<file path="src/hdl/drxc_pkg.sv">
package drxc_pkg;

    localparam int TIMER_WIDTH_DEF = 16;
    localparam int COUNT_WIDTH_DEF = 32;

    localparam int CFG_WIDTH  = 16;
    localparam int SLOT_WIDTH = 16;
    localparam int OUT_WIDTH  = 32;
    localparam int ADDR_WIDTH = 4;

    localparam logic [CFG_WIDTH-1:0] CYCLE_LENGTH_RST      = 16'd640;
    localparam logic [CFG_WIDTH-1:0] ON_DURATION_RST       = 16'd16;
    localparam logic [CFG_WIDTH-1:0] INACTIVITY_LENGTH_RST = 16'd160;

    typedef enum logic [1:0] {
        REG_CYCLE_LENGTH      = 2'd0,
        REG_ON_DURATION       = 2'd1,
        REG_INACTIVITY_LENGTH = 2'd2,
        REG_NONE              = 2'd3
    } t_reg_idx;

    typedef struct packed {
        logic [CFG_WIDTH-1:0] cycle_length;
        logic [CFG_WIDTH-1:0] on_duration;
        logic [CFG_WIDTH-1:0] inactivity_length;
    } t_cfg;

    typedef struct packed {
        logic                  active;
        logic [SLOT_WIDTH-1:0] slot_index;
        logic                  cycle_end;
        logic                  sleep_start;
        logic [OUT_WIDTH-1:0]  sleep_slots;
        logic [OUT_WIDTH-1:0]  sleep_periods;
    } t_result;

endpackage

</file>
<file path="src/hdl/drxc_slot_core.sv">
module drxc_slot_core #(
    parameter int TIMER_WIDTH = drxc_pkg::TIMER_WIDTH_DEF,
    parameter int COUNT_WIDTH = drxc_pkg::COUNT_WIDTH_DEF
) (
    input  logic             i_clk,
    input  logic             i_rst_n,
    input  logic             i_step,
    input  logic             i_ul,
    input  logic             i_dl,
    input  drxc_pkg::t_cfg   i_cfg,
    output drxc_pkg::t_result o_result
);

    logic [drxc_pkg::SLOT_WIDTH-1:0] r_slot, n_slot;
    logic [TIMER_WIDTH-1:0]          r_on, n_on;
    logic [TIMER_WIDTH-1:0]          r_inact, n_inact;
    logic                            r_dlbuf, n_dlbuf;
    logic                            r_awake, n_awake;
    logic                            r_awake_before, n_awake_before;
    logic [COUNT_WIDTH-1:0]          r_sleep_slots, n_sleep_slots;
    logic [COUNT_WIDTH-1:0]          r_sleep_periods, n_sleep_periods;

    logic [TIMER_WIDTH-1:0]          on_reload;
    logic [TIMER_WIDTH-1:0]          inact_reload;
    logic [drxc_pkg::SLOT_WIDTH:0]   len;
    logic                            first_slot;
    logic                            on_exp;
    logic                            inact_exp;
    logic                            last;
    logic                            start;

    assign on_reload    = TIMER_WIDTH'(i_cfg.on_duration);
    assign inact_reload = TIMER_WIDTH'(i_cfg.inactivity_length);

    always_comb begin
        first_slot = (r_slot == '0);
        n_on       = first_slot ? on_reload : r_on;
        n_awake    = first_slot ? 1'b1 : r_awake;
        n_inact    = (first_slot && r_dlbuf) ? inact_reload : r_inact;
        n_dlbuf    = first_slot ? 1'b0 : r_dlbuf;

        on_exp    = (n_on == TIMER_WIDTH'(1));
        inact_exp = (n_inact == TIMER_WIDTH'(1));
        if (n_on != '0) begin
            n_on = n_on - TIMER_WIDTH'(1);
        end
        if (n_inact != '0) begin
            n_inact = n_inact - TIMER_WIDTH'(1);
        end
        if ((on_exp || inact_exp) && n_on == '0 && n_inact == '0) begin
            n_awake = 1'b0;
        end

        if (i_ul) begin
            if (!n_awake) begin
                n_awake = 1'b1;
                n_dlbuf = 1'b0;
            end
            n_inact = inact_reload;
        end
        if (i_dl) begin
            if (n_awake) begin
                n_inact = inact_reload;
            end else begin
                n_dlbuf = 1'b1;
            end
        end

        start           = 1'b0;
        n_awake_before  = r_awake_before;
        n_sleep_slots   = r_sleep_slots;
        n_sleep_periods = r_sleep_periods;
        if (n_awake) begin
            n_awake_before = 1'b1;
        end else begin
            if (r_sleep_slots != '1) begin
                n_sleep_slots = r_sleep_slots + COUNT_WIDTH'(1);
            end
            if (r_awake_before) begin
                if (r_sleep_periods != '1) begin
                    n_sleep_periods = r_sleep_periods + COUNT_WIDTH'(1);
                end
                start          = 1'b1;
                n_awake_before = 1'b0;
            end
        end

        len    = (i_cfg.cycle_length == '0) ? 17'd1 : {1'b0, i_cfg.cycle_length};
        last   = (({1'b0, r_slot} + 17'd1) >= len);
        n_slot = last ? '0 : r_slot + 16'd1;

        o_result.active        = n_awake;
        o_result.slot_index    = r_slot;
        o_result.cycle_end     = last;
        o_result.sleep_start   = start;
        o_result.sleep_slots   = drxc_pkg::OUT_WIDTH'(n_sleep_slots);
        o_result.sleep_periods = drxc_pkg::OUT_WIDTH'(n_sleep_periods);
    end

    always_ff @(posedge i_clk) begin
        if (!i_rst_n) begin
            r_slot          <= '0;
            r_on            <= '0;
            r_inact         <= '0;
            r_dlbuf         <= 1'b0;
            r_awake         <= 1'b1;
            r_awake_before  <= 1'b1;
            r_sleep_slots   <= '0;
            r_sleep_periods <= '0;
        end else if (i_step) begin
            r_slot          <= n_slot;
            r_on            <= n_on;
            r_inact         <= n_inact;
            r_dlbuf         <= n_dlbuf;
            r_awake         <= n_awake;
            r_awake_before  <= n_awake_before;
            r_sleep_slots   <= n_sleep_slots;
            r_sleep_periods <= n_sleep_periods;
        end
    end

endmodule

</file>
<file path="src/hdl/drx_activity_controller.sv">
// A result is registered into the output buffer when its item is accepted and is shown once earlier results are taken.
// Throughput: one item per clock while the output buffer has room; the slot state updates in a single pass.
// A two-entry output buffer keeps input ready high while one result waits.
// Reset (synchronous, active low) clears the slot state, timers, totals and
// buffer, and restores the registers to their default values.
module drx_activity_controller #(
    parameter int TIMER_WIDTH = drxc_pkg::TIMER_WIDTH_DEF,
    parameter int COUNT_WIDTH = drxc_pkg::COUNT_WIDTH_DEF
) (
    input  logic                             i_clk,
    input  logic                             i_rst_n,
    input  logic                             i_in_valid,
    output logic                             o_in_ready,
    input  logic                             i_ul_arrival,
    input  logic                             i_dl_arrival,
    output logic                             o_out_valid,
    input  logic                             i_out_ready,
    output logic                             o_active,
    output logic [drxc_pkg::SLOT_WIDTH-1:0]  o_slot_index,
    output logic                             o_cycle_end,
    output logic                             o_sleep_start,
    output logic [drxc_pkg::OUT_WIDTH-1:0]   o_sleep_slots,
    output logic [drxc_pkg::OUT_WIDTH-1:0]   o_sleep_periods,
    input  logic                             psel,
    input  logic                             penable,
    input  logic                             pwrite,
    input  logic [drxc_pkg::ADDR_WIDTH-1:0]  paddr,
    input  logic [31:0]                      pwdata,
    output logic [31:0]                      prdata,
    output logic                             pready
);

    drxc_pkg::t_cfg    r_cfg;
    drxc_pkg::t_result res;
    drxc_pkg::t_result r_buf0, r_buf1;
    logic [1:0]        r_cnt;
    drxc_pkg::t_reg_idx reg_idx;
    logic              push;
    logic              pop;
    logic              cfg_wr;

    assign pready  = 1'b1;
    assign reg_idx = drxc_pkg::t_reg_idx'(paddr[3:2]);
    assign cfg_wr  = psel && penable && pwrite;

    always_comb begin
        unique case (reg_idx)
            drxc_pkg::REG_CYCLE_LENGTH:      prdata = 32'(r_cfg.cycle_length);
            drxc_pkg::REG_ON_DURATION:       prdata = 32'(r_cfg.on_duration);
            drxc_pkg::REG_INACTIVITY_LENGTH: prdata = 32'(r_cfg.inactivity_length);
            default:                         prdata = '0;
        endcase
    end

    always_ff @(posedge i_clk) begin
        if (!i_rst_n) begin
            r_cfg.cycle_length      <= drxc_pkg::CYCLE_LENGTH_RST;
            r_cfg.on_duration       <= drxc_pkg::ON_DURATION_RST;
            r_cfg.inactivity_length <= drxc_pkg::INACTIVITY_LENGTH_RST;
        end else if (cfg_wr) begin
            unique case (reg_idx)
                drxc_pkg::REG_CYCLE_LENGTH:      r_cfg.cycle_length      <= pwdata[15:0];
                drxc_pkg::REG_ON_DURATION:       r_cfg.on_duration       <= pwdata[15:0];
                drxc_pkg::REG_INACTIVITY_LENGTH: r_cfg.inactivity_length <= pwdata[15:0];
                default: ;
            endcase
        end
    end

    assign o_in_ready  = (r_cnt != 2'd2);
    assign o_out_valid = (r_cnt != 2'd0);
    assign push        = i_in_valid && o_in_ready;
    assign pop         = o_out_valid && i_out_ready;

    drxc_slot_core #(
        .TIMER_WIDTH(TIMER_WIDTH),
        .COUNT_WIDTH(COUNT_WIDTH)
    ) u_core (
        .i_clk    (i_clk),
        .i_rst_n  (i_rst_n),
        .i_step   (push),
        .i_ul     (i_ul_arrival),
        .i_dl     (i_dl_arrival),
        .i_cfg    (r_cfg),
        .o_result (res)
    );

    always_ff @(posedge i_clk) begin
        if (!i_rst_n) begin
            r_cnt <= 2'd0;
        end else begin
            if (push && !pop) begin
                r_cnt <= r_cnt + 2'd1;
            end else if (pop && !push) begin
                r_cnt <= r_cnt - 2'd1;
            end
        end
    end

    always_ff @(posedge i_clk) begin
        if (push && !pop) begin
            if (r_cnt == 2'd0) begin
                r_buf0 <= res;
            end else begin
                r_buf1 <= res;
            end
        end else if (pop && !push) begin
            r_buf0 <= r_buf1;
        end else if (push && pop) begin
            if (r_cnt == 2'd1) begin
                r_buf0 <= res;
            end else begin
                r_buf0 <= r_buf1;
                r_buf1 <= res;
            end
        end
    end

    assign o_active        = r_buf0.active;
    assign o_slot_index    = r_buf0.slot_index;
    assign o_cycle_end     = r_buf0.cycle_end;
    assign o_sleep_start   = r_buf0.sleep_start;
    assign o_sleep_slots   = r_buf0.sleep_slots;
    assign o_sleep_periods = r_buf0.sleep_periods;

    a_push_shows: assert property (@(posedge i_clk) disable iff (!i_rst_n)
        push && r_cnt == 2'd0 |=> o_out_valid)
        else $error("accepted item did not reach the output");

    a_drain: assert property (@(posedge i_clk) disable iff (!i_rst_n)
        pop && !push && r_cnt == 2'd1 |=> !o_out_valid)
        else $error("output buffer did not drain");

    a_sleep_start: assert property (@(posedge i_clk) disable iff (!i_rst_n)
        push && res.sleep_start |-> !res.active && res.sleep_slots != '0)
        else $error("sleep period began while awake");

    a_cnt_range: assert property (@(posedge i_clk) disable iff (!i_rst_n)
        r_cnt == 2'd2 |=> r_cnt != 2'd3)
        else $error("output buffer overflow");

endmodule
</file>
<file path="config.mk">
export PLATFORM = sky130hd
export DESIGN_NAME = drx_activity_controller
export DESIGN_NICKNAME = d
export VERILOG_FILES = /design/src/hdl/drxc_pkg.sv /design/src/hdl/drxc_slot_core.sv /design/src/hdl/drx_activity_controller.sv
export SDC_FILE = /design/constraint.sdc
export NUM_CORES = 1
export LEC_CHECK = 0
export BUFFER_PORTS_ARGS = -buffer_cell sky130_fd_sc_hd__buf_2
export CAP_MARGIN = 20
export CORE_ASPECT_RATIO = 1.2
export CORE_MARGIN = 8
export CORE_UTILIZATION = 35
export CTS_CLUSTER_SIZE = 12
export DETAILED_ROUTE_END_ITERATION = 16
export MAX_ROUTING_LAYER = met4
export SYNTH_ARGS = -nofsm -noshare
export SYNTH_HDL_FRONTEND = slang
export SYNTH_SLANG_ARGS = --single-unit
</file>
<file path="constraint.sdc">
create_clock -name i_clk -period 12 [get_ports i_clk]
set_clock_uncertainty 0.1 [all_clocks]
set_input_delay 3.6 -clock i_clk [delete_from_list [all_inputs] [get_ports i_clk]]
set_output_delay 3.6 -clock i_clk [all_outputs]
set_load 0.05 [all_outputs]
</file>
==> results of run 1 <==
[layout by cell type (no fill, tap or decap), types with 10 or more instances in the layout]
master / count
mux2_2: 52
and3_1: 25
nand2b_1: 13
edfxtp_1: 166
nor3_1: 62
ha_1: 31
inv_1: 43
dfxtp_1: 164
a22o_1: 14
buf_2: 128
or3_1: 36
a21oi_1: 119
nand4_1: 28
conb_1: 17
xnor2_1: 53
a31oi_1: 33
xor2_1: 53
a211oi_1: 25
and2_1: 10
clkbuf_16: 42
nor4_1: 43
nand3_1: 58
o21a_1: 12
o31ai_1: 24
buf_4: 23
o21ai_0: 88
nor2_1: 94
o211ai_1: 14
nand2_1: 295
or4_1: 31
mux2i_1: 49
[state kept, by name, summed over array words and instances, names as in the netlist, 2 cells and up]
register                cells
o_sleep_slots              32
r_cfg                      48
u_core.r_sleep_slots       32
o_sleep_periods            32
u_core.r_slot              16
r_cnt                       2
r_buf1                     83
u_core.r_inact             16
o_slot_index               16
u_core.r_on                16
u_core.r_sleep_periods     32
[report_power, final]
group          switching, mW  total (mW)  internal, mW  leakage [nW]
clock network          0.486        1.21         0.720         0.644
logic                   1.16        1.57         0.409          3.94
registers              0.104        1.63          1.52          2.97
[layer usage]
metal | vias to the layer above | routed length, µm | global-route usage
met5 | - | 0 | -
met4 | 0 | 1625 | 0.06312
met3 | 109 | 2430 | 0.02570
met2 | 468 | 24730 | 0.2921
met1 | 7118 | 21690 | 0.2064
li1 | 7122 | - | -
[kinds of logic (layout without fill, tap and decap cells)]
| logic type | count (synthesis) | in the layout | synth area share |
|---|---|---|---|
| DFF | 330 | 330 | 0.4645 |
| AOI/OAI and AO/OA | 400 | 400 | 0.1426 |
| buffers and inverters | 189 | 272 | 0.04583 |
| other | 2 | 17 | 0.0004219 |
| adders and majority gates | 31 | 31 | 0.02179 |
| xor gates and xnor gates | 106 | 106 | 0.05216 |
| and+or+nand+nor | 753 | 753 | 0.2110 |
| muxes | 102 | 102 | 0.06172 |
[worst max-delay path by stage]
| stage | from | endpoint | slack [ns] | cells after the start |
|---|---|---|---|---|
| finish | paddr[3] | prdata[7] | 3.15 | 6 |
| CTS | paddr[3] | prdata[7] | 3.19 | 6 |
| global placement | paddr[3] | prdata[1] | 2.67 | 5 |
| global route | paddr[2] | prdata[14] | 3.10 | 6 |
| floorplan | i_in_valid | r_buf1[0] | 0.35 | 7 |
| detailed placement | paddr[3] | prdata[7] | 3.20 | 6 |
[critical path, stage by stage]
cell	delay [ns]
buf_2	0.33
nor2b_1	0.46
buf_6	0.23
nand2_1	0.07
o21ai_0	0.13
buf_2	0.31
[stage by stage]
stage,utilization,power [mW],hold WS [ns],worst slack (ns)
final,0.4023,4.401,0.3750,3.154
after global routing,0.4023,4.618,0.4163,3.099
after CTS,0.4020,4.459,0.3774,3.185
after detailed placement,0.3761,3.238,0.3713,3.200
after global placement,0.3756,3.217,0.3527,2.665
after floorplan,-,2.879,0.3064,0.3477
[layout make-up]
class | instances | area share
inverter | 46 | 0.008608
tap | 644 | 0.03988
sequential | 330 | 0.4092
clock inverter | 20 | 0.009413
clock buffer | 53 | 0.05512
timing repair buffer | 153 | 0.04137
multi-input combinational | 1409 | 0.4364
==> results.sh, run 1 <==
export IMPL_cp_required_ns=8.30
export IMPL_cts_sinks=330
export IMPL_syn_area_um2=17800
export IMPL_drc=0
export IMPL_setup_viol=0
export IMPL_die_w_um=221.9
export IMPL_layout_drive_gt1_share=0.1487
export IMPL_numCtsBuffers=40
export IMPL_arrival_ns=5.15
export IMPL_synth_edff_count=166
export IMPL_initial_core_util=0.3544
export IMPL_post_cts_resize_count=0
export IMPL_coreArea_um2=50220
export IMPL_rr_worst_depth=20
export IMPL_hold_class="reg2reg"
export IMPL_period_minus_slack_ns=8.846
export IMPL_postSynthAreaPerCell_um2=9.304
export IMPL_die_area_um2=58350
export IMPL_cp_end_kind="primary output"
export IMPL_seq_area_frac_synth=0.4645
export IMPL_grt_setup_unrepaired="no"
export IMPL_path_max_fanout=21
export IMPL_cts_tree="done"
export IMPL_routed_wl_mm=50.48
export IMPL_period_share=0.7372
export IMPL_min_path_cells=2
export IMPL_wire_per_inst_um=19.01
export IMPL_regArea_um2=8268
export IMPL_worstReg2RegStart="u_core.r_slot[0]"
export IMPL_firstDrtPassIters=5
export IMPL_p_leak_nw=7.546
export IMPL_place_inst=2580
export IMPL_grt_pass1_wl_mm=80.48
export IMPL_fmax_mhz=113.0
export IMPL_synth_async_sr_flop_share=0
export IMPL_grt_max_degree=73
export IMPL_hpwl_mm=34.86
export IMPL_synth_commonest_cells="nand2_1 (296), edfxtp_1 (166), dfxtp_1 (164), a21oi_1 (120), clkbuf_1 (99)"
export IMPL_pin_count=163
export IMPL_finalSetupTns_ns=0
export IMPL_place_area_um2=18890
export IMPL_worstSkewPairLatency_ns=0.56
export IMPL_cts_hold_buf=0
export IMPL_maxCapViolCount=0
export IMPL_stdcell_count=2655
export IMPL_cts_root_buf="clkbuf_16"
export IMPL_grt_remaining_overflow=0
export IMPL_ant_nets=0
export IMPL_grt_pass1_vias=14570
export IMPL_row_count=90
export IMPL_yosys_warnings=0
export IMPL_final_area_um2=20200
export IMPL_yosysUniqueCellTypes=83
export IMPL_hold_start="u_core.r_on[1]"
export IMPL_slew_headroom=0.3009
export IMPL_power_density_nw_per_um2=217.8
export IMPL_r2r_end="o_sleep_slots[19]"
export IMPL_finalMaxSlewViolations=0
export IMPL_clk_pin_slew_worst_paths_ns=0.06
export IMPL_track_usage=0.1723
export IMPL_holdPathEnd="u_core.r_on[1]"
export IMPL_gp_congestion=0.9000
export IMPL_hold_viol_final=0
export IMPL_viasPerCell=5.581
export IMPL_yosys_most_used_dff="edfxtp_1"
export IMPL_h_tree_depth=2
export IMPL_synth_most_common_cell="nand2_1"
export IMPL_path_class="in2out"
export IMPL_antenna_found_initial=1
export IMPL_antennaDiodeCount=0
export IMPL_ff2ff_setup_slack_ns=5.45
export IMPL_dr_total_vias=14820
export IMPL_die_h_um=263.0
export IMPL_synth_seq_cells=330
export IMPL_status="finished clean"
export IMPL_post_cts_buffers=0
export IMPL_clk_path_buf_depth=3
export IMPL_crit_path_start_kind="input port"
export IMPL_fillers=4969
export IMPL_fin_nets=2056
export IMPL_synth_top_area_share=0.2801
export IMPL_io_buffer_count=127
export IMPL_yosys_area_top_type="edfxtp_1"
export IMPL_worst_pin_slew_ns=1.046
export IMPL_max_vdd_ir_drop_v=0.0001287
export IMPL_multi_input_comb_area_um2=8817
export IMPL_yosys_top_cells_area="edfxtp_1 (28%), dfxtp_1 (18%), nand2_1 (6.2%)"
export IMPL_drtIter0Drc=1151
export IMPL_areaGrowthSynthToFinish_pct=13.52
export IMPL_synthCells=1913
Power figures use the tool's default switching activity.
==> run 2, diff against run 1 <==
--- a/config.mk
+++ b/config.mk
@@ -5,6 +5,7 @@
 export SDC_FILE = /design/constraint.sdc
 export NUM_CORES = 1
 export LEC_CHECK = 0
+export ABC_AREA = 1
 export BUFFER_PORTS_ARGS = -buffer_cell sky130_fd_sc_hd__buf_2
 export CAP_MARGIN = 20
 export CORE_ASPECT_RATIO = 1.2
==> constraint.sdc (replaced) <==
create_clock -name i_clk -period 7.15 [get_ports i_clk]
set_clock_uncertainty 0.1 [all_clocks]
set_input_delay 2.145 -clock i_clk [delete_from_list [all_inputs] [get_ports i_clk]]
set_output_delay 2.145 -clock i_clk [all_outputs]
set_load 0.05 [all_outputs]
==> results.sh, run 2 <==
export IMPL_die_area_um2=60630
export IMPL_grt_max_degree=94
export IMPL_h_tree_depth=2
export IMPL_synth_edff_count=166
export IMPL_grt_setup_unrepaired="no"
export IMPL_routed_wl_mm=52.81
export IMPL_p_total_mw=8.266
export IMPL_initial_core_util=0.3533
export IMPL_areaGrowthSynthToFinish_pct=12.24
export IMPL_largest_reg_flops=83
export IMPL_yosys_warnings=0
export IMPL_p_comb_frac=0.417
export IMPL_slew_headroom=0.2695
export IMPL_dr_total_vias=16500
export IMPL_viasPerCell=4.955
export IMPL_synthCells=2532
export IMPL_fin_nets=2673
export IMPL_syn_area_um2=18540
export IMPL_pre_cts_ws_ns=1.467
export IMPL_period_minus_slack_ns=5.747
export IMPL_period_share=0.8038
export IMPL_synth_most_common_cell="nand2_1"
export IMPL_gp_congestion=0.9147
export IMPL_clk_pin_slew_worst_paths_ns=0.06
export IMPL_grt_remaining_overflow=0
export IMPL_layout_common_cells="nand2_1 (787), inv_1 (282), nor2_1 (179)"
export IMPL_cp_required_ns=4.91
export IMPL_top_regs="r_buf1: 83 flops, r_cfg: 48 flops"
export IMPL_synth_async_sr_flop_share=0
export IMPL_finalSetupTns_ns=0
export IMPL_status="finished clean"
export IMPL_place_area_um2=19630
export IMPL_grt_pass1_vias=15760
export IMPL_cts_sinks=330
export IMPL_p_int_mw=4.635
export IMPL_worst_pin_slew_ns=1.096
export IMPL_numCtsBuffers=37
export IMPL_antennaDiodeCount=0
export IMPL_path_max_fanout=16
export IMPL_synth_commonest_cells="nand2_1 (788), inv_1 (284), nor2_1 (180), edfxtp_1 (166), dfxtp_1 (164)"
export IMPL_hpwl_mm=37.61
export IMPL_path_class="in2out"
export IMPL_power_frac_seq=0.354
export IMPL_yosys_most_used_dff="edfxtp_1"
export IMPL_post_cts_buffers=0
export IMPL_crit_path_start_kind="input port"
export IMPL_cts_tree="done"
export IMPL_clock_power_share=0.229
export IMPL_cp_end_kind="primary output"
export IMPL_worst_slack_ns=1.403
export IMPL_antenna_found_initial=2
export IMPL_yosys_top_cells_area="edfxtp_1 (27%), dfxtp_1 (18%), nand2_1 (16%)"
export IMPL_seq_area_frac_synth=0.4459
export IMPL_switching_share=0.4393
export IMPL_yosysUniqueCellTypes=44
export IMPL_yosys_area_top_type="edfxtp_1"
export IMPL_postSynthAreaPerCell_um2=7.323
export IMPL_io_buffer_count=127
export IMPL_hold_class="reg2reg"
export IMPL_synth_seq_cells=330
export IMPL_final_area_um2=20810
export IMPL_worstSkewPairLatency_ns=0.55
export IMPL_p_sw_mw=3.631
export IMPL_grt_pass1_wl_mm=84.11
export IMPL_clk_path_buf_depth=3
export IMPL_ant_nets=0
export IMPL_firstDrtPassIters=5
export IMPL_die_h_um=268.1
export IMPL_layout_drive_gt1_share=0.09139
export IMPL_hold_viol_final=0
export IMPL_row_count=92
export IMPL_coreArea_um2=52490
export IMPL_p_leak_nw=9.404
export IMPL_final_common_cell="nand2_1"
export IMPL_wire_per_inst_um=15.85
export IMPL_finalMaxSlewViolations=0
export IMPL_synth_top_area_share=0.2688
export IMPL_top_register="r_buf1"
export IMPL_cts_hold_buf=0
export IMPL_die_w_um=226.1
export IMPL_fmax_mhz=174.0
export IMPL_setup_viol=0
export IMPL_cts_root_buf="clkbuf_16"
export IMPL_post_cts_resize_count=0
export IMPL_drc=0
export IMPL_pin_count=163
export IMPL_power_density_nw_per_um2=397.2
export IMPL_max_vdd_ir_drop_v=0.0002805
export IMPL_maxCapViolCount=0
export IMPL_hold_worst_slack_ns=0.3652
export IMPL_arrival_ns=3.50
export IMPL_track_usage=0.1759
export IMPL_drtIter0Drc=1002
run 2: cell count changes in the layout (fill, tap and decap cells not counted), moves of 34 or more:
| cell | delta |
|---|---|
| a21oi_1 | +34 |
| inv_1 | +239 |
| mux2_2 | -52 |
| mux2i_1 | -49 |
| nand2_1 | +492 |
| nand3_1 | +105 |
| nor2_1 | +85 |
| o21ai_0 | +66 |
| o21ai_1 | +61 |
| or3_1 | -36 |
| xnor2_1 | -49 |
run 2: final timing paths:
kind / from / to / slack [ns] / cells after the start
worst max-delay path: paddr[3] / prdata[3] / 1.40 / 5
worst min-delay path: u_core.r_inact[15] / u_core.r_inact[15] / 0.37 / 2
worst max register to register: u_core.r_slot[0] / o_sleep_periods[1] / 1.76 / 24
worst min register to register: u_core.r_inact[15] / u_core.r_inact[15] / 0.37 / 2
run 2: cells by family after synthesis:
logic type | count (synthesis) | share of synthesized area
adders and majority gates | 31 | 0.02092
other | 2 | 0.0004050
xor gates and xnor gates | 77 | 0.03637
AOI/OAI and AO/OA | 405 | 0.1152
buffers and inverters | 424 | 0.09656
DFF | 330 | 0.4459
and+or+nand+nor | 1263 | 0.2846
run 2: worst max-delay path, stage by stage:
cell and delay [ns]:
buf_2 0.10, inv_1 0.08, nand2_1 0.38, o221ai_1 0.46
buf_2 0.33
run 2: area by class of cell:
cell class	count	area (µm²)
fill	5531	31680
timing repair buffer	148	805.8
clock inverter	13	150.1
tap	705	882.1
inverter	287	1080
clock buffer	55	1036
multi-input combinational	1793	8591
sequential	330	8268
run 2: per-layer routing:
| layer | vias to the layer above | routed length, µm | GRT usage |
|---|---|---|---|
| met2 | 381 | 25740 | 0.3004 |
| met3 | 97 | 2244 | 0.02456 |
| met1 | 7655 | 23050 | 0.2110 |
| met4 | 0 | 1785 | 0.06183 |
| met5 | - | 0 | - |
| li1 | 8371 | - | - |
run 2: power groups by stage:
stage	clock network (mW)	registers [mW]	logic (mW)
2_1_floorplan	0	3.84	1.77
3_3_place_gp	0	2.96	3.46
3_5_place_dp	0	2.97	3.49
4_1_cts	1.95	2.93	3.50
5_1_grt	2.02	2.98	3.82
6_report	1.89	2.92	3.45
run 2: stage by stage:
step | instances | util
after floorplan | 2547 | -
after global placement | 3263 | 0.3739
after detailed placement | 3263 | 0.3739
after CTS | 3331 | 0.3965
after global routing | 3331 | 0.3965
final | 3331 | 0.3965
==> run 3, diff against run 2 <==
--- a/config.mk
+++ b/config.mk
@@ -5,7 +5,7 @@
 export SDC_FILE = /design/constraint.sdc
 export NUM_CORES = 1
 export LEC_CHECK = 0
-export ABC_AREA = 1
+export ABC_AREA = 0
 export BUFFER_PORTS_ARGS = -buffer_cell sky130_fd_sc_hd__buf_2
 export CAP_MARGIN = 20
 export CORE_ASPECT_RATIO = 1.2
==> constraint.sdc (replaced) <==
create_clock -name i_clk -period 5.2 [get_ports i_clk]
set_clock_uncertainty 0.1 [all_clocks]
set_input_delay 1.56 -clock i_clk [delete_from_list [all_inputs] [get_ports i_clk]]
set_output_delay 1.56 -clock i_clk [all_outputs]
set_load 0.05 [all_outputs]
==> results.sh, run 3 (synthesized netlist as in run 1, its figures left out) <==
export IMPL_maxCapViolCount=0
export IMPL_crit_path_start_kind="flop"
export IMPL_min_path_cells=2
export IMPL_place_inst=2695
export IMPL_largest_reg_flops=83
export IMPL_grt_remaining_overflow=0
export IMPL_numCtsBuffers=38
export IMPL_pin_count=163
export IMPL_coreArea_um2=50220
export IMPL_fillers=4853
export IMPL_cts_tree="done"
export IMPL_crit_family="simple AND/OR/NAND/NOR gates"
export IMPL_setup_viol=0
export IMPL_power_density_nw_per_um2=484.9
export IMPL_hpwl_mm=37.33
export IMPL_clk_pin_slew_worst_paths_ns=0.06
export IMPL_antenna_found_initial=1
export IMPL_io_buffer_count=127
export IMPL_cp_num_buf_inv=5
export IMPL_ant_nets=0
export IMPL_r2r_end="o_sleep_slots[16]"
export IMPL_cp_cell_sequence="nor4_2 > nand4_1 > buf_6 > mux2i_4 > ha_4 > nand2b_1 > nor4_4 > a31oi_1 > o311ai_2 > buf_4 > a21oi_1 > or4_4 > nor3_4 > nand4b_1 > buf_4 > buf_6 > buf_4 > a211oi_1 > xor2_1 > mux2_2"
export IMPL_stdcell_count=2771
export IMPL_worstSkewPairLatency_ns=0.55
export IMPL_top_register="r_buf1"
export IMPL_die_h_um=263.0
export IMPL_h_tree_depth=2
export IMPL_p_leak_nw=8.155
export IMPL_layout_drive_gt1_share=0.2136
export IMPL_path_class="reg2reg"
export IMPL_worst_pin_slew_ns=1.010
export IMPL_crit_path_frequent_cell="buf_4"
export IMPL_cp_end_kind="flop"
export IMPL_ff2ff_setup_slack_ns=0.26
export IMPL_track_usage=0.1778
export IMPL_drc=0
export IMPL_hold_start="r_cfg[32]"
export IMPL_worstReg2RegStart="u_core.r_slot[15]"
export IMPL_final_common_cell="nand2_1"
export IMPL_grt_pass1_wl_mm=82.92
export IMPL_regArea_um2=8268
export IMPL_die_area_um2=58350
export IMPL_cp_slowest_cell="or4_4"
export IMPL_row_count=90
export IMPL_arrival_ns=5.14
export IMPL_path_max_fanout=7
export IMPL_max_vdd_ir_drop_v=0.0002357
export IMPL_grt_pass1_vias=15060
export IMPL_cts_root_buf="clkbuf_16"
export IMPL_viasPerCell=5.498
export IMPL_hold_class="reg2reg"
export IMPL_cp_required_ns=5.40
export IMPL_initial_core_util=0.3544
export IMPL_period_minus_slack_ns=4.941
export IMPL_die_w_um=221.9
export IMPL_final_core_util=0.4260
export IMPL_multi_input_comb_area_um2=9126
export IMPL_cts_sinks=330
export IMPL_drtIter0Drc=1083
export IMPL_dr_total_vias=15230
export IMPL_period_share=0.9503
export IMPL_fmax_mhz=202.4
export IMPL_gp_congestion=0.9168
export IMPL_areaGrowthSynthToFinish_pct=20.21
export IMPL_finalMaxSlewViolations=0
export IMPL_routed_wl_mm=52.55
export IMPL_firstDrtPassIters=6
export IMPL_grt_max_degree=77
export IMPL_rr_worst_depth=20
export IMPL_fin_nets=2172
export IMPL_cts_hold_buf=0
export IMPL_status="finished clean"
export IMPL_hold_worst_slack_ns=0.3847
export IMPL_holdPathEnd="r_cfg[32]"
export IMPL_wire_per_inst_um=18.96
export IMPL_slew_headroom=0.3245
export IMPL_critPathMaxStageDelay_ns=0.60
export IMPL_layout_common_cells="nand2_1 (293), edfxtp_1 (166), dfxtp_1 (164)"
export IMPL_clk_path_buf_depth=3
export IMPL_top_regs="r_buf1: 83 flops, r_cfg: 48 flops"
export IMPL_hold_viol_final=0
run 3: changes by cell type in the layout (fill, tap and decap cells not counted), moves of 36 or more:
cell and change:
buf_4 +115, inv_1 -239, mux2_2 +52, mux2i_1 +46, nand2_1 -494, nand3_1 -105
nor2_1 -85, o21ai_0 -77, o21ai_1 -50, or3_1 +36, xnor2_1 +49
run 3: worst register-to-register path, stage by stage (launching register included):
cell and delay (ns):
dfxtp_1 0.32, nor4_2 0.41, nand4_1 0.22, buf_6 0.19
mux2i_4 0.21, ha_4 0.18, nand2b_1 0.13, nor4_4 0.20
a31oi_1 0.17, o311ai_2 0.34, buf_4 0.17, a21oi_1 0.05
or4_4 0.60, nor3_4 0.14, nand4b_1 0.12, buf_4 0.17
buf_6 0.15, buf_4 0.16, a211oi_1 0.27, xor2_1 0.13
mux2_2 0.28
run 3: how the worst max path moves through the flow:
stage / startpoint / end / slack (ns) / cells after the start
floorplan: i_in_valid / r_buf1[0] / 0.008 / 7
global placement: u_core.r_slot[0] / o_sleep_slots[23] / -0.18 / 21
detailed placement: u_core.r_slot[0] / o_sleep_slots[14] / -0.24 / 21
CTS: u_core.r_slot[0] / o_sleep_slots[23] / 0.01 / 20
global route: u_core.r_slot[1] / o_sleep_slots[12] / -0.02 / 24
finish: u_core.r_slot[15] / o_sleep_slots[16] / 0.26 / 20
run 3: final cells by class:
cell class | instances | share of cell area
multi-input combinational | 1409 | 0.4265
sequential | 330 | 0.3864
timing repair buffer | 271 | 0.08398
clock buffer | 54 | 0.04965
tap | 644 | 0.03766
inverter | 46 | 0.008304
clock inverter | 15 | 0.007193
antenna | 2 | 0.0002339
run 3: report_power, final:
| group | internal, mW | total [mW] | switching, mW |
|---|---|---|---|
| logic | 1.18 | 3.98 | 2.80 |
| registers | 3.51 | 3.74 | 0.234 |
| clock network | 1.57 | 2.65 | 1.07 |
run 3: layer usage:
metal  GRT usage  vias up  wire [µm]
li1            -     7334          -
met5           -        -          0
met4     0.06903        0       1774
met3     0.02603      107       2391
met1      0.2139     7330      22740
met2      0.2988      463      25640
run 3: what timing repair did:
| item | in CTS | in global routing |
|---|---|---|
| endpoints found under the hold margin | 0 | 0 |
| cloned | 0 | 1 |
| resized for setup | 7 | 48 |
| pin swaps | 1 | 4 |
| setup buffers | 0 | 4 |
| setup endpoints to repair | 114 | 172 |
run 3: through the flow:
| stage | TNS [ns] | instance area, µm² | total power, mW | setup WS (ns) |
|---|---|---|---|---|
| 2_1_floorplan | 0 | 17930 | 6.606 | 0.007515 |
| 3_3_place_gp | -5.150 | 19850 | 7.668 | -0.1813 |
| 3_5_place_dp | -10.82 | 19850 | 7.709 | -0.2436 |
| 4_1_cts | 0 | 21100 | 10.40 | 0.009988 |
| 5_1_grt | -0.07027 | 21390 | 10.89 | -0.02134 |
| 6_report | 0 | 21400 | 10.38 | 0.2587 |
